[src/swoir_pkg.sv]
package swoir_pkg;

    localparam int DEPTH_DEF      = 64;
    localparam int DATA_WIDTH_DEF = 32;

    // field widths of the stream words
    localparam int ACT_W    = 3;
    localparam int WORD_W   = 32;
    localparam int POS_W    = 6;
    localparam int COUNT_W  = 7;
    localparam int STATUS_W = 2;

    localparam int S_DATA_W = 40;   // value_in, position, zero pad
    localparam int M_DATA_W = 72;   // value_out, top_word, entry_count, zero pad

    // boundary index handed to the cells: position + 1 at most
    localparam int BOUND_W = POS_W + 1;

    typedef enum logic [ACT_W-1:0] {
        ACT_PUSH   = 3'd0,
        ACT_POP    = 3'd1,
        ACT_INSERT = 3'd2,
        ACT_REMOVE = 3'd3,
        ACT_CLEAR  = 3'd4
    } t_action;

    typedef enum logic [STATUS_W-1:0] {
        ST_OK    = 2'd0,
        ST_EMPTY = 2'd1,
        ST_FULL  = 2'd2,
        ST_RANGE = 2'd3
    } t_status;

    // shift_down: cells below bound hold, cell at bound loads, deeper cells take shallower
    // shift_up:   cells below bound hold, the rest take deeper
    typedef struct packed {
        logic               shift_down;
        logic               shift_up;
        logic [BOUND_W-1:0] bound;
    } t_cell_ctrl;

endpackage

[src/swoir_cell.sv]
module swoir_cell #(
    parameter int DATA_WIDTH = swoir_pkg::DATA_WIDTH_DEF,
    parameter int INDEX      = 0
) (
    input  logic                   i_clk,
    input  swoir_pkg::t_cell_ctrl  i_ctrl,
    input  logic [DATA_WIDTH-1:0]  i_word,
    input  logic [DATA_WIDTH-1:0]  i_shallower,
    input  logic [DATA_WIDTH-1:0]  i_deeper,
    output logic [DATA_WIDTH-1:0]  o_value,
    output logic [DATA_WIDTH-1:0]  o_next
);
    import swoir_pkg::*;

    logic [DATA_WIDTH-1:0] r_value;
    logic                  w_below;
    logic                  w_at;

    assign w_below = INDEX < int'(i_ctrl.bound);
    assign w_at    = INDEX == int'(i_ctrl.bound);

    always_comb begin
        o_next = r_value;
        if (i_ctrl.shift_down && !w_below) begin
            o_next = w_at ? i_word : i_shallower;
        end else if (i_ctrl.shift_up && !w_below) begin
            o_next = i_deeper;
        end
    end

    always_ff @(posedge i_clk) begin
        r_value <= o_next;
    end

    assign o_value = r_value;

endmodule

[config.mk]
export PLATFORM = sky130hd
export DESIGN_NAME = swoir_cell
export DESIGN_NICKNAME = d
export VERILOG_FILES = /design/src/swoir_pkg.sv /design/src/swoir_cell.sv
export SDC_FILE = /design/constraint.sdc
export NUM_CORES = 1
export LEC_CHECK = 0
export BUFFER_PORTS_ARGS = -buffer_cell sky130_fd_sc_hd__buf_2
export CAP_MARGIN = 15
export CORE_MARGIN = 3
export CORE_UTILIZATION = 33
export DETAILED_ROUTE_END_ITERATION = 8
export PLACE_DENSITY = 0.87
export SYNTH_ARGS = -nofsm -noshare
export SYNTH_HDL_FRONTEND = slang
export SYNTH_SLANG_ARGS = --single-unit
[constraint.sdc]
create_clock -name i_clk -period 1.7 [get_ports i_clk]
set_input_delay 0.34 -clock i_clk [delete_from_list [all_inputs] [get_ports i_clk]]
set_output_delay 0.34 -clock i_clk [all_outputs]
set_load 0.03 [all_outputs]
# Yosys cells after proc, flatten, opt, wreduce, memory -nomap -nowiden

Cells that the tools add are included.

Register bits after elaboration: 32
Input bits: 106

$lt $le $gt $ge: 1
Mux-type cells: 3
Reductions and logical operators: 4

Operators by type and width:

| operator                                                  | count |
|---|---|
| two-way mux 32 bit                                        | 3 |
| zero test 7 bit                                           | 1 |
| less-than comparator 1 x 7 -> 1 bit, first input constant | 1 |
| logical AND 1 bit                                         | 2 |
| zero test 1 bit                                           | 1 |

# Depth between registers and ports, before layout

Depth after elaboration: 5
Depth in mapped cells: 5
Mapped depth without buffers: 3

# Worst setup path before layout

OpenSTA, ideal clock, no wires.

Path kind: input to output
From: input i_ctrl[3] (netlist bit)
To: output o_next[10]
Data arrival time: 1.513 ns
Data required time: 1.360 ns
Path slack: -0.153 ns
Stages on the path: 5
Path through: nor4_4 and2_1 buf_4 buf_6 o221a_1

Longest elaborated chain between the ends: 5
Elaborated cells on any way between the ends: 8

RTL lines:

| what                                | line                               | source |
|---|---|---|
| start: declaration                  | swoir_cell.sv:6                    | `input swoir_pkg::t_cell_ctrl i_ctrl,` |
| less-than comparator 1 x 7 -> 1 bit | swoir_cell.sv:19                   | `assign w_below = INDEX < int'(i_ctrl.bound);` |
| zero test 1 bit                     | swoir_cell.sv:24, swoir_cell.sv:26 |  |
| logical AND 1 bit                   | swoir_cell.sv:26                   | `end else if (i_ctrl.shift_up && !w_below) begin` |
| two-way mux 32 bit                  | swoir_cell.sv:26                   |  |
| two-way mux 32 bit *                | swoir_cell.sv:24                   | `if (i_ctrl.shift_down && !w_below) begin` |
| end: declaration                    | swoir_cell.sv:11                   | `output logic [DATA_WIDTH-1:0] o_next` |

Mark *: on every way between the ends. The rest lies on a longest branch, timed or not.

# Final worst setup path

From: input i_ctrl[3] (netlist bit)
To: output o_next[31]

The elaborated chain is that of the path after synthesis.

==> run metrics <==
Die W just under 80 um; clk root buf clkbuf_8; DP HPWL 4830 um; FF+latch area roughly 640 sq um; grt total ovfl 0; asr flop ratio synth 0; Arrival @ worst endpoint ~1.6 ns; RSZ-0062 raised after global routing yes; startpoint types primary input; max reg flops 32; area grow syn2layout 86.4%; peak supply drop approximately 0.00031 V; CP Data Required Time 1.36 ns; Total GRT Usage 0.227; fin crit period 1.98 ns; Starting Density 0.353; clock power share 0.326; 1st-pass router iterations 4; Hold Startpoint i_word[28]; core box area slightly below 5000 sq um; Post-synth EDFFs 0; routed len/inst 19.0 um; Leakage Power roughly 1.6 nW; Power Density 574 nW/um^2; Setup Skew 0 ns; critical path peak fanout 12; Critical Path End Type output pin; Gate power share 0.249; row count 25; Die Area approximately 6200 sq um; # diodes 0; Final Routed Wirelength 7510 um; Net Sw Frac 0.295; placed cell count roughly 380; PortBufs 137; initial antenna violation count 0; hold-critical path endpoint o_value[28]; Final WS setup -0.279 ns; post-synthesis register bit count 32; share of cells above drive strength 1 0.602; first-pass GRT wire length 11200 um; IO Pins 170; Reg-to-Reg End o_value[10]; pre-CTS setup slack -0.742 ns; hold_buf cts 0; status finished with violations; post-route ant nets 0; Max Root-Sink Buffers 2; DRC viols 0; f_max 505 MHz; CTS tree yes; YS warnings 0; Final nets between 400 and 500; multi-input logic area about 1200 sq um; Final Hold Fails 0; Synth Flop Type dfxtp_1; reg2reg start o_value[10]; failing checks negative setup slack; DRT iter0 DRCs 103; Layout fillers ~390; syn avg cell area ~9.1 sq um; synth unique cells 18; Die Height 78.5 um; Reg power frac 0.424; Worst Hold Class in2reg; Gate Count Post-Synth 190; DR vias/cell about 5.6; fin cells a little under 400; htree depth 2; Clock Sink Count 32; Psw ~0.00055 W; TritonCTS Buffers 5; hold path depth 2; R2R Setup Slk between 0.7 and 0.8 ns; Max-Cap Viols 0; largest net degree at the start of global routing 36; vias in the first global route roughly 2300; endpoints failing setup 32; Max-slew headroom 0.671; gpl congestion 0.756; Worst-path clk slew approximately 0.070 ns; Max Transition Viols Final 0; post-synthesis sequential area ratio 0.369; Reg2Reg Depth 3; crit share post-route 1.16; worst skew pair latency 0.27 ns; Worst Max-Slew Pin Slew just under 0.5 ns; Setup CP Type in2out; syn nets around 300; Vias 2228; P_int roughly 0.0013 W; area of the mapped netlist approximately 1700 sq um
-- placed cells by master (no fill, tap or decap), types with 5 or more instances in the layout --
| cell | n |
|---|---|
| o221a_4 | 30 |
| a41oi_1 | 31 |
| nor3_1 | 31 |
| clkbuf_8 | 6 |
| buf_4 | 5 |
| buf_6 | 35 |
| dfxtp_1 | 32 |
| inv_1 | 31 |
| buf_2 | 105 |
| buf_12 | 6 |
-- per-stage QoR --
stage / cell area [sq um] / utilization / TNS (ns) / hold WS, ns / total power, W
2_1_floorplan: 2030 / - / -1.68 / 0.611 / 0.00105
3_3_place_gp: 2800 / 0.570 / -27.49 / 0.504 / 0.00120
3_5_place_dp: 2800 / 0.570 / -30.80 / 0.506 / 0.00121
4_1_cts: 3070 / 0.626 / -7.88 / 0.330 / 0.00185
5_1_grt: 3240 / 0.659 / -10.16 / 0.333 / 0.00194
6_report: 3240 / 0.659 / -7.91 / 0.344 / 0.00186
-- cells by family after synthesis --
group	count (synthesis)	share of synthesized area
buffers and inverters	55	0.136
DFF	32	0.369
AOI/OAI and AO/OA	65	0.370
and+or+nand+nor	38	0.125
-- critical path: stages --
cell and delay, ns:
buf_8 0.10, nor4_4 0.28, buf_6 0.17, nand3_4 0.12, buf_12 0.19, o221a_2 0.25, buf_2 0.18
-- cell usage after synthesis, types with 2 or more instances --
cell	instances	area, sq um
buf_2	3	15.0
buf_6	3	33.8
dfxtp_1	32	641
nor3_1	31	155
o221a_1	31	349
clkbuf_1	17	63.8
nand2_1	2	7.51
inv_1	31	116
a41oi_1	31	272
-- how the worst max path moves through the flow --
| stage | start | end | cells after the start |
|---|---|---|---|
| finish | i_ctrl[3] | o_next[31] | 7 |
| global route | i_ctrl[3] | o_next[31] | 7 |
| CTS | i_ctrl[3] | o_next[10] | 7 |
| detailed placement | i_ctrl[7] | o_next[14] | 5 |
| global placement | i_ctrl[8] | o_next[13] | 5 |
| floorplan | i_ctrl[6] | o_next[10] | 5 |
-- per-layer routing --
layer | up-vias | global-route usage | part of all wire
li1 | 1041 | - | -
met1 | 1063 | 0.246 | 0.37
met2 | 113 | 0.436 | 0.55
met3 | 11 | 0.0447 | 0.067
met4 | 0 | 0.0682 | 0.012
met5 | - | 0 | 0
-- power groups by stage --
stage | clock (W) | combinational, W | sequential (W)
2_1_floorplan | 0 | 0.000207 | 0.000840
3_3_place_gp | 0 | 0.000401 | 0.000803
3_5_place_dp | 0 | 0.000409 | 0.000804
4_1_cts | 0.000627 | 0.000438 | 0.000787
5_1_grt | 0.000659 | 0.000493 | 0.000790
6_report | 0.000606 | 0.000463 | 0.000787
-- timing repair --
item                                    4_1_cts  5_1_grt
gates cloned                                  2        1
endpoints found under the setup margin       43       32
buffers inserted                              2        1
pin swaps                                     1        2
resized for setup                            42       42
-- area by class of cell --
type                    instances  area share
well taps                      67      0.0259
flip-flops and latches         32       0.198
clock buffers                   8      0.0278
inverters                      31      0.0360
repair buffers                154       0.354
multi-input cells             104       0.358
(Power assumes the default switching activity.)
